===== config.mk =====
export PLATFORM = sky130hd
export DESIGN_NAME = lrpe_front
export DESIGN_NICKNAME = d
export VERILOG_FILES = /design/src/hdl/lrpe_pkg.sv /design/src/hdl/lrpe_front.sv
export SDC_FILE = /design/constraint.sdc
export NUM_CORES = 1
export LEC_CHECK = 0
export BUFFER_PORTS_ARGS = -buffer_cell sky130_fd_sc_hd__clkbuf_2
export CAP_MARGIN = 40
export CORE_MARGIN = 4
export CORE_UTILIZATION = 35
export CTS_BUF_LIST = sky130_fd_sc_hd__clkbuf_16
export DETAILED_ROUTE_END_ITERATION = 8
export MAX_ROUTING_LAYER = met4
export PLACE_DENSITY_LB_ADDON = 0.15
export SLEW_MARGIN = 40
export SYNTH_ARGS = -nofsm -noshare
export SYNTH_HDL_FRONTEND = slang
export SYNTH_SLANG_ARGS = --single-unit
export TNS_END_PERCENT = 10

===== constraint.sdc =====
create_clock -name aclk -period 7.1 [get_ports aclk]
set_clock_uncertainty 0.2 [all_clocks]
set_input_delay 0.355 -clock aclk [delete_from_list [all_inputs] [get_ports aclk]]
set_output_delay 0.355 -clock aclk [all_outputs]
set_load 0.05 [all_outputs]

===== src/hdl/lrpe_pkg.sv =====
// lrpe_pkg: types and codes shared by the lr parse engine modules
// no dependencies
package lrpe_pkg;

    localparam int unsigned STATE_W   = 8;
    localparam int unsigned SYM_W     = 8;
    localparam int unsigned VAL_W     = 32;
    localparam int unsigned CNT_W     = 6;
    localparam int unsigned KIND_W    = 3;
    localparam logic [CNT_W-1:0] MAX_RED = 6'd62;
    localparam logic [0:0] REG_END_TOKEN = 1'b0;

    typedef enum logic [1:0] {
        OP_JUMP    = 2'd0,
        OP_RED     = 2'd1,
        OP_RESTART = 2'd2,
        OP_TOKEN   = 2'd3
    } op_t;

    typedef enum logic [1:0] {
        EK_END    = 2'd0,
        EK_TOKEN  = 2'd1,
        EK_TOKVAL = 2'd2,
        EK_GOTO   = 2'd3
    } ekind_t;

    typedef enum logic [KIND_W-1:0] {
        RK_REDUCED  = 3'd0,
        RK_SHIFTED  = 3'd1,
        RK_ACCEPTED = 3'd2,
        RK_FAILED   = 3'd3,
        RK_DONE     = 3'd4
    } rkind_t;

    typedef enum logic [2:0] {
        B_IDLE,
        B_JRD,
        B_JCHK,
        B_RED,
        B_POP,
        B_FAIL
    } bstate_t;

    typedef struct packed {
        op_t                op;
        logic [STATE_W-1:0] state_index;
        logic [3:0]         slot;
        ekind_t             entry_kind;
        logic [SYM_W-1:0]   symbol;
        logic [VAL_W-1:0]   token_value;
        logic [STATE_W-1:0] target_state;
        logic               has_reduction;
        logic [SYM_W-1:0]   reduce_symbol;
        logic [CNT_W-1:0]   reduce_count;
    } cmd_t;

    typedef struct packed {
        ekind_t             kind;
        logic [SYM_W-1:0]   sym;
        logic [STATE_W-1:0] tgt;
        logic [VAL_W-1:0]   val;
    } jump_entry_t;

    typedef struct packed {
        logic             has;
        logic [SYM_W-1:0] sym;
        logic [CNT_W-1:0] cnt;
    } red_entry_t;

endpackage


===== src/hdl/lrpe_front.sv =====
// lrpe_front: input handshake and two-entry command queue
// depends on lrpe_pkg
module lrpe_front (
    input  logic                 aclk,
    input  logic                 aresetn,
    input  logic                 s_valid,
    output logic                 s_ready,
    input  lrpe_pkg::cmd_t       in_cmd,
    output logic                 cmd_valid,
    output lrpe_pkg::cmd_t       cmd,
    input  logic                 cmd_pop
);
    import lrpe_pkg::*;

    cmd_t       q_reg [2];
    logic       wp_reg, wp_next;
    logic       rp_reg, rp_next;
    logic [1:0] fill_reg, fill_next;
    logic       push;

    assign s_ready   = (fill_reg != 2'd2);
    assign push      = s_valid && s_ready;
    assign cmd_valid = (fill_reg != 2'd0);
    assign cmd       = q_reg[rp_reg];

    always_comb begin
        wp_next   = push ? ~wp_reg : wp_reg;
        rp_next   = cmd_pop ? ~rp_reg : rp_reg;
        fill_next = fill_reg + {1'b0, push} - {1'b0, cmd_pop};
    end

    always_ff @(posedge aclk) begin
        if (!aresetn) begin
            wp_reg   <= 1'b0;
            rp_reg   <= 1'b0;
            fill_reg <= 2'd0;
        end else begin
            wp_reg   <= wp_next;
            rp_reg   <= rp_next;
            fill_reg <= fill_next;
        end
    end

    always_ff @(posedge aclk) begin
        if (push) begin
            q_reg[wp_reg] <= in_cmd;
        end
    end

endmodule


Yosys cells after proc, flatten, opt, wreduce, memory -nomap -nowiden --
Memories as Yosys holds them, arrays and structs flattened. A register that Yosys moved wholly into a read port is not among the register bits. Cells that the tools add are included.
Storage, ports and cells: bits in registers 4, bits in writable memories 158, input bits 83, output and inout port bits 81, word-level logic and storage cells 15, memories 1
Memories:
- q_reg | words 2, bits a word 79, read ports 1, clocked after memory_dff 1, wr ports 1, RTL line lrpe_front.sv:15 | cmd_t q_reg [2];
Operators by class: add/subtract/negate cells 2, equality and inequality tests 1, muxes and demuxes 4, bitwise logic cells 2, reduce and logical (&&, ||, !) cells 2
Operators by type and width (count):
- two-way mux 1 bit | 4
- adder 2 x 1 -> 2 bit | 1
- inequality test 2 bit (second input constant) | 1
- NOT 1 bit | 2
- nonzero test 2 bit | 1
- subtractor 2 x 1 -> 2 bit | 1
- logical AND 1 bit | 1

Logic depth before layout (Yosys ltp) --
Gate-level depths: netlist (run 1).
depth after elaboration 4, gate-level depth with buffers 7, gate-level depth less buffers 7

Worst setup path before layout (run 1) --
Ideal clock, no wire load.
kind flip-flop to flip-flop, from reg fill_reg[0], to mem q_reg[1][0] (netlist bit) (enable), library setup time 446 ps, arrival time 2862 ps, data required time 6454 ps, path slack 3591 ps, stages on the path, launching flop included 3, cells stage by stage dfxtp_1 nand2b_1 and3_1
On the way: word-level cells in the longest chain between the ends 4
RTL lines:
- from (decl) | RTL line lrpe_front.sv:18 | logic [1:0] fill_reg, fill_next;
- from (signal assigned) | RTL line lrpe_front.sv:40 | fill_reg <= fill_next;
- inequality test 2 bit | RTL line lrpe_front.sv:21 | assign s_ready = (fill_reg != 2'd2);
- via s_ready | RTL line lrpe_front.sv:7 | output logic s_ready,
- logical AND 1 bit | RTL line lrpe_front.sv:22 | assign push = s_valid && s_ready;
- two-way mux 1 bit | RTL line lrpe_front.sv:45 | if (push) begin
- two-way mux 1 bit (implied by the code) | RTL line lrpe_front.sv:46 | q_reg[wp_reg] <= in_cmd;
- to (decl) | RTL line lrpe_front.sv:15
The timed path passes the listed nets, and every way through them passes these cells.

==> results of run 1 <==
stage by stage:
| stage | std cells | hold slack (ps) |
|---|---|---|
| floorplan | 274 | 254 |
| global placement | 650 | 344 |
| global route | 761 | 64.2 |
| detailed placement | 652 | 347 |
| CTS | 760 | 35.7 |
| finish | 761 | 64.5 |
cells by family (layout without fill, tap and decap cells):
logic type,Yosys count,after routing,synth area share
flops,163,163,0.807
mux,80,80,0.156
xor+xnor,2,2,0.00292
compound gates,5,5,0.00751
buf+inv,11,277,0.0119
other cells,0,1,0
fa+ha+maj,1,1,0.00208
simple gates,12,12,0.0123
worst max-delay path, stage by stage, from the launching register on:
cell and delay [ps]:
dfxtp_4 690, buf_4 600, mux2_2 420, clkbuf_2 240
power breakdown:
group | switching (W) | internal [W] | leakage (nW)
Clock | 0.000327 | 0.000500 | 0.272
Sequential | 0.0000270 | 0.00115 | 1.52
Combinational | 0.000352 | 0.000160 | 1.45
Total | 0.000706 | 0.00181 | 3.23
cells in the mapped netlist, types with 2 or more instances:
library cell / instances / area share
edfxtp_1: 158 / 0.79
mux2_2: 69 / 0.13
mux2_4: 10 / 0.025
buf_2: 6 / 0.0050
dfxtp_1: 5 / 0.017
and2_1: 3 / 0.0031
buf_6: 3 / 0.0056
inv_1: 2 / 0.0013
nand2_1: 2 / 0.0013
nand3b_1: 2 / 0.0025
final cells by class:
class,count,area (µm²)
Antenna cell,1,2.50
Clock buffer,17,425
Clock inverter,12,104
Fill cell,1436,8280
Inverter,2,8.76
Multi-Input combinational cell,100,1090
Sequential cell,163,4850
Tap cell,220,275
Timing Repair Buffer,246,1660
metal layers:
metal,vias to the layer above,part of all wire
li1,1601,-
met1,1647,0.43
met2,106,0.50
met3,15,0.060
met4,0,0.015
met5,-,0
worst min-delay path by stage:
stage,to,slack [ps],start
final,fill_reg[0],60,aresetn
after global routing,wp_reg,60,aresetn
after CTS,fill_reg[0],40,aresetn
after detailed placement,q_reg[0][10],350,in_cmd[10]
after global placement,q_reg[0][53],340,in_cmd[53]
after floorplan,q_reg[0][0],250,in_cmd[0]
==> impl_results.md, run 1 <==
* Die Width at 139 µm
* R2R setup slack at between 4000 and 5000 ps
* Sequential area share after synthesis at 0.807
* Final wirelength at around 12000 µm
* Commonest non-fill, non-tap cell in the layout: clkbuf_2
* Minimum clock period at around 3000 ps
* Final setup viols at 0
* FP Rows at 47
* Power Total at between 0.002 and 0.003 W
* Reg-to-reg critical path endpoint: q_reg[0][60]
* Critical Path Sink: cmd[4]
* Tot GR Track Use at 0.125
* Avg Inst Size Synth at ~22 µm²
* Hold Buf Count CTS at just under 80
* Initial core utilization at 0.359
* Met1 GRT Util at 0.150
* HPWL after detailed placement at approximately 7400 µm
* Net Count, Synth at around 360
* Max Cap Viol at 0
* Vias in the first global route at between 3k and 4k
* Clk Tree Root Cell: clkbuf_16
* WP data required at 6550 ps
* Pin slew with the least headroom to its limit at ~740 ps
* Fmax at approximately 330 MHz
* CTS tree: done
* Area after DPL at slightly above 0.007 mm²
* TritonCTS Buffers at 17
* Fin. max-slew vios at 0
* Critical path type: register to primary output
* Vias/cell at approximately 4.4
* Slew headroom at 0.508
* Initial antenna violation count at 1
* Core area at ~0.017 mm²
* Synth unique cells at 24
* Die ar. at roughly 0.019 mm²
* Wire per inst at 15.3 µm
* Gpl congestion at about 0.69
* Post-synth EDFFs at roughly 160
* DR iter-0 viols at ~150
* Fin util at 0.504
* Layout cells sized above 1 at 0.507
* WP data arrival at 2440 ps
* Path depth of the worst reg2reg path at 4
* GRT busiest layer: met2
* CP Launch Type: register
* Final nets at 614
* CTS Buffer Depth at 2
* # IOs at ~160
* Status: complete, no violations
* Syn. warnings at 0
* Critical Path Fanout Max at 42
* Async set or reset register ratio after synthesis at 0
* Final antenna-violating net count at 0
* Flop and latch count out of synthesis at about 160
* Setup Buffers After CTS at 0
* Post-route DRC violation count at 0
* PwrDens at around 300 mW/mm²
* Input/output buffers at between 150 and 200
* Launching point of the worst reg2reg path: fill_reg[0]
* Worst hold path type: input pin to register
* GR Util met3 at 0.0466
* Unrepaired setup endpoints after global routing: false
* Setup TNS at 0 ps
* Clk_lat worst skew at about 400 ps
* Area Overhead vs Synth at 40.2%
* Mapped cell area at 0.00600 mm²
* Number of H-tree levels at 4
* Place WS at 4490 ps
* Pleak at approximately 3.2 nW
* Final critical-path share of the clock period at 0.422
* GR Overflow Total at 0
* Global-route wire length before repair at roughly 18000 µm
* Crit. End Element: primary output
* Largest net degree at the start of global routing at 43
* Via count at between 3k and 4k
* Number of failing hold endpoints at the final stage at 0
* Hold path cells at 2
* # clock sinks at around 160
* Post-route design area at 0.00842 mm²
* Clock slew at the register clock pins of the worst setup and hold paths at around 60 ps
* Worst vdd ir at 162 µV
* Final setup margin at ~4100 ps
* Cells after synthesis at between 200 and 300
* Most frequent cells in the layout: 163 x clkbuf_2, 158 x edfxtp_1, 79 x dlygate4sd3_1
* DRT Pass-1 Iters at 4
* Max reg flops at ~160
* Die Y at roughly 140 µm
* Top FF cell, synth: edfxtp_1
* # resized after CTS at 0
* Met2 usage at 0.194
(Power assumes the default switching activity.)
==> run 2, diff against run 1 <==
clock period = 2.5 ns   (was 7.1 ns; I/O delays follow)
==> run 2 against run 1 <==
  * Register-to-register slack worse by 4400 ps
  * Cell area up 1.8%
  * Hold slack better by 170 ps
  * Critical path type is now register to register
  * Largest cell class unchanged
  * Highest routed layer unchanged
==> impl_results.md, run 2 (synthesized netlist as in run 1, its figures left out) <==
* FP Rows at 47 (unchanged)
* Clk Tree Root Cell: clkbuf_16
* CP cell instances: nand2b_4 -> nand2_1 -> xnor2_1 -> ha_1 -> nand3b_1 -> mux2i_1 -> a211o_1 -> dlygate4sd3_1
* Vias/cell at 4.36 (-1.4%)
* Placed cell count at 655 (+0.46%)
* DR iter-0 viols at 195 (+28%)
* Via count at 3365 (-0.12%)
* Fmax at 436 MHz
* Post-route design area at 0.00857 mm² (+1.8%)
* Clock slew at the register clock pins of the worst setup and hold paths at 60 ps (about the same)
* Crit. End Element: register
* Core area at 0.0167 mm² (unchanged)
* # IOs at 164 (unchanged)
* Post-route DRC violation count at 0 (unchanged)
* WP data required at 2600 ps (-3950 ps)
* Slew headroom at 0.685 (+0.177)
* Status: complete, no violations
* DRT Pass-1 Iters at 4 (unchanged)
* Most frequent cells in the layout: 163 x clkbuf_2, 158 x edfxtp_1, 84 x dlygate4sd3_1
* Critical path type: register to register
* Initial antenna violation count at 0 (-1)
* Unrepaired setup endpoints after global routing: false
* Commonest non-fill, non-tap cell in the layout: clkbuf_2
* Max reg flops at 158 (unchanged)
* Slowest CP cell: dlygate4sd3_1
* # clock sinks at 163 (unchanged)
* Critical Path Fanout Max at 5 (-88%)
* Fin. max-slew vios at 0 (unchanged)
* Minimum clock period at 2290 ps
* HPWL after detailed placement at 7570 µm (+2.6%)
* Number of failing hold endpoints at the final stage at 0 (unchanged)
* Worst path buffer plus inverter count at 1 (-1)
* Final antenna-violating net count at 0 (unchanged)
* Number of H-tree levels at 4 (unchanged)
* Final setup margin at 207 ps (-3900 ps)
* CP top delay family: buffers and inverters
* Hold Slack at 233 ps (+169 ps)
* Max Cap Viol at 0 (unchanged)
* Final nets at 622 (+1.3%)
* Setup TNS at 0 ps (unchanged)
* Vias in the first global route at 3725 (+5.0%)
* Clk_lat worst skew at 410 ps (about the same)
* Gpl congestion at 0.709 (+2.2%)
* Initial core utilization at 0.359 (unchanged)
* Worst vdd ir at 476 µV (+190%)
* CTS tree: done
* ANT cells at 0 (-1)
* Die ar. at 0.0193 mm² (unchanged)
* Die Width at 139 µm (unchanged)
* Area Overhead vs Synth at 42.8%
* CP max stage delay at 550 ps (-140 ps)
* Place WS at 635 ps (-3850 ps)
* Final critical-path share of the clock period at 0.917
* Worst hold path type: input pin to register
* Largest net degree at the start of global routing at 36 (-16%)
* CP Launch Type: register
* Cell Count, Final, Fillers Out at 771 (+1.3%)
* Tot GR Track Use at 0.129 (+0.00387)
* TritonCTS Buffers at 17 (unchanged)
* WP data arrival at 2390 ps (-50 ps)
* Layout cells sized above 1 at 0.512 (+0.00439)
* Input/output buffers at 163 (unchanged)
* GR Overflow Total at 0 (unchanged)
* Setup Buffers After CTS at 0 (unchanged)
* Pin slew with the least headroom to its limit at 473 ps (-265 ps)
* Area after DPL at 0.00715 mm² (+0.83%)
* Final wirelength at 11700 µm (+1.0%)
* Wire per inst at 15.2 µm (-0.28%)
* Fill cells at 1411 (-1.7%)
* Final setup viols at 0 (unchanged)
* PwrDens at 859 mW/mm² (+190%)
* Area of the multi-input gates at 0.00110 mm² (+0.69%)
* CTS Buffer Depth at 2 (unchanged)
* FF/Latch Area at 0.00485 mm² (about the same)
* Global-route wire length before repair at 18700 µm (+3.2%)
* Die Y at 139 µm (unchanged)
* Pleak at 3.29 nW (+1.9%)
run 2: cell types whose count changed in the layout (fill, tap and decap cells not counted), sizes merged:
cell | previous run | this run
diode | 1 | 0
clkinv | 6 | 7
inv | 5 | 4
bufinv | 2 | 3
clkinvlp | 1 | 3
buf | 4 | 7
dlygate4sd3 | 79 | 84
run 2: worst reg2reg max path, cell delays in order, from the launching register on:
cell,delay (ps)
dfxtp_1,390
nand2b_4,190
nand2_1,80
xnor2_1,140
ha_1,220
nand3b_1,130
mux2i_1,60
a211o_1,220
dlygate4sd3_1,550
run 2: timing repair:
action | CTS | global route
resized for setup | 0 | 0
hold endpoints to repair | 163 | 0
hold buffers | 84 | 0
run 2: report_power, final:
group / leakage [nW] / switching, W / internal [W] / total (W)
clock network: 0.286 / 0.000982 / 0.00154 / 0.00252
registers: 1.52 / 0.0000710 / 0.00327 / 0.00334
logic: 1.49 / 0.00101 / 0.000484 / 0.00150
run 2: final timing paths:
check	to	from	cells past startpoint	slack, ps
max	fill_reg[1]	fill_reg[0]	8	210
min	q_reg[1][4]	in_cmd[4]	2	230
max reg2reg	fill_reg[1]	fill_reg[0]	8	210
min reg2reg	rp_reg	rp_reg	2	380
run 2: cell type report:
| type | count | area share |
|---|---|---|
| well taps | 220 | 0.0321 |
| clock buffers | 17 | 0.0496 |
| inverters | 2 | 0.00131 |
| clock inverters | 15 | 0.0175 |
| repair buffers | 254 | 0.205 |
| multi-input cells | 100 | 0.128 |
| flip-flops and latches | 163 | 0.566 |
run 2: through the flow:
| step | util | power (W) |
|---|---|---|
| after global placement | 0.428 | 0.00480 |
| after global routing | 0.513 | 0.00767 |
| after CTS | 0.513 | 0.00747 |
| after detailed placement | 0.428 | 0.00482 |
| after floorplan | - | 0.00444 |
| final | 0.513 | 0.00736 |
run 2: metal layers:
layer	vias to the layer above	part of all wire	global-route usage
li1	1615	-	-
met1	1630	0.43	0.153
met2	111	0.50	0.208
met3	9	0.058	0.0466
met4	0	0.0091	0.0386
met5	-	0	-
==> run 3, diff against run 2 <==
PLACE_DENSITY_LB_ADDON = unset   (was 0.15)
==> run 3 against run 2 <==
  * Sequential power about the same
  * Critical path type is now register to primary output
  * Cell area about the same
  * Combinational power about the same
  * Core utilization about the same
  * Die area unchanged
  * Power increased by 1.4%
  * Via count increased by 0.77%
  * Non-clock buffer count decreased by 3
  * Maximum frequency increased by 14%
  * Worst setup slack improved by 290 ps
  * Wire length increased by 2.5%
  * Largest cell class unchanged
  * Sequential share of layout area about the same
==> impl_results.md, run 3 (synthesized netlist as in run 1, its figures left out) <==
* Status: complete, no violations
* GR Overflow Total at 0 (unchanged)
* FP Rows at 47 (unchanged)
* DRT Pass-1 Iters at 4 (unchanged)
* Input/output buffers at 163 (unchanged)
* CP max stage delay at 380 ps (-170 ps)
* Die ar. at 0.0193 mm² (unchanged)
* Reg-to-reg critical path endpoint: q_reg[0][9]
* DR iter-0 viols at 139 (-29%)
* Commonest non-fill, non-tap cell in the layout: clkbuf_2
* Wire per inst at 15.7 µm (+2.7%)
* WP data arrival at 1680 ps (-710 ps)
* Hold EP: q_reg[0][20]
* TritonCTS Buffers at 17 (unchanged)
* Max reg flops at 158 (unchanged)
* Fin. max-slew vios at 0 (unchanged)
* Area Overhead vs Synth at 42.8% (about the same)
* Final setup viols at 0 (unchanged)
* Clk_lat worst skew at 410 ps (about the same)
* CTS tree: done
* Slew headroom at 0.649 (-0.0354)
* CTS Buffer Depth at 2 (unchanged)
* PwrDens at 871 mW/mm² (+1.4%)
* Global-route wire length before repair at 19400 µm (+3.3%)
* Tot GR Track Use at 0.132 (+0.00252)
* Minimum clock period at 2000 ps (-289 ps)
* Min-delay src: in_cmd[20]
* Pleak at 3.30 nW (+0.20%)
* Fmax at 499 MHz (+14%)
* Met2 WL at 6230 µm (+5.9%)
* Initial antenna violation count at 1 (+1)
* Final critical-path share of the clock period at 0.802 (-0.115)
* Met1 WL at 4850 µm (-4.3%)
* Clk Tree Root Cell: clkbuf_16
* Initial core utilization at 0.359 (unchanged)
* Via count at 3391 (+0.77%)
* Setup Buffers After CTS at 0 (unchanged)
* Vias in the first global route at 3885 (+4.3%)
* Crit. End Element: primary output
* # IOs at 164 (unchanged)
* Met3 wire len at 799 µm (+17%)
* Core area at 0.0167 mm² (unchanged)
* Worst path buffer plus inverter count at 2 (+1)
* Pin slew with the least headroom to its limit at 526 ps (+53.0 ps)
* Critical Path Fanout Max at 42 (+37)
* Slowest CP cell: mux2_2
* Final antenna-violating net count at 0 (unchanged)
* Die Width at 139 µm (unchanged)
* Die Y at 139 µm (unchanged)
* CP cell instances: buf_12 -> mux2_2 -> clkbuf_2
* Cell Count, Final, Fillers Out at 769 (-0.26%)
* Setup TNS at 0 ps (unchanged)
* Placed cell count at 654 (-0.15%)
* Worst vdd ir at 491 µV (+3.2%)
* Largest net degree at the start of global routing at 44 (+22%)
* Vias/cell at 4.41 (+1.0%)
* Worst hold path type: input pin to register
* Final nets at 619 (-0.48%)
* Critical path type: register to primary output
* Hold path cells at 2 (unchanged)
* CP top delay family: buffers and inverters
* # resized after CTS at 0 (unchanged)
* Clock slew at the register clock pins of the worst setup and hold paths at 60 ps (about the same)
* Max Cap Viol at 0 (unchanged)
* # clock sinks at 163 (unchanged)
* R2R setup slack at 620 ps (+410 ps)
* Unrepaired setup endpoints after global routing: false
* Post-route DRC violation count at 0 (unchanged)
* Final wirelength at 12000 µm (+2.5%)
* Total stage count of the critical path at 3 (-5)
* Most frequent cells in the layout: 163 x clkbuf_2, 158 x edfxtp_1, 82 x dlygate4sd3_1
* Gpl congestion at 0.693 (-2.2%)
* Hold Slack at 238 ps (+4.53 ps)
* Path depth of the worst reg2reg path at 4 (-4)
* Launching point of the worst reg2reg path: fill_reg[0]
* Highest metal layer with signal wires: met4
* CP Launch Type: register
* Number of failing hold endpoints at the final stage at 0 (unchanged)
* Number of H-tree levels at 4 (unchanged)
* WP data required at 2170 ps (-430 ps)
* Hold Buf Count CTS at 82 (-2.4%)
* Layout cells sized above 1 at 0.513 (+0.000977)
==> run 3: final cells by class <==
class,instances,area (µm²)
clock buffers,17,425
inverters,2,11.3
diodes,1,2.50
fillers,1377,8130
repair buffers,251,1730
well taps,220,275
clock inverters,15,174
flip-flops and latches,163,4850
multi-input cells,100,1100
==> run 3: layer usage <==
layer / vias to the layer above / GRT usage
met3: 17 / 0.0476
met5: - / -
li1: 1610 / -
met4: 0 / 0.0448
met1: 1644 / 0.146
met2: 120 / 0.221
==> run 3: power breakdown <==
part           total (W)  internal, W  leakage, nW  switching, W
Sequential       0.00333      0.00327         1.52     0.0000582
Combinational    0.00151     0.000479         1.47       0.00103
Clock            0.00263      0.00165        0.309      0.000980
==> run 3: how the worst max path moves through the flow <==
stage                     slack, ps      endpoint   startpoint
final                           500       cmd[57]     register
after global placement          710  q_reg[0][68]  fill_reg[0]
after global routing            420        cmd[5]     register
after CTS                       450       cmd[19]     register
after detailed placement        630  q_reg[0][68]  fill_reg[0]
after floorplan                  20   q_reg[0][0]  fill_reg[0]
==> run 3: worst register-to-register path, delay by kind of cell, from the launching register on <==
family | cells | cell delay [ps]
flops | 1 | 400
simple gates | 2 | 320
buf+inv | 2 | 570
==> run 3: per-stage QoR <==
stage,cell area [µm²],utilization,worst slack (ps),power [W]
6_report,8570,0.513,496,0.00747
3_3_place_gp,7150,0.428,714,0.00479
5_1_grt,8570,0.513,421,0.00778
4_1_cts,8570,0.513,452,0.00757
2_1_floorplan,6020,-,19.7,0.00444
3_5_place_dp,7150,0.428,635,0.00482
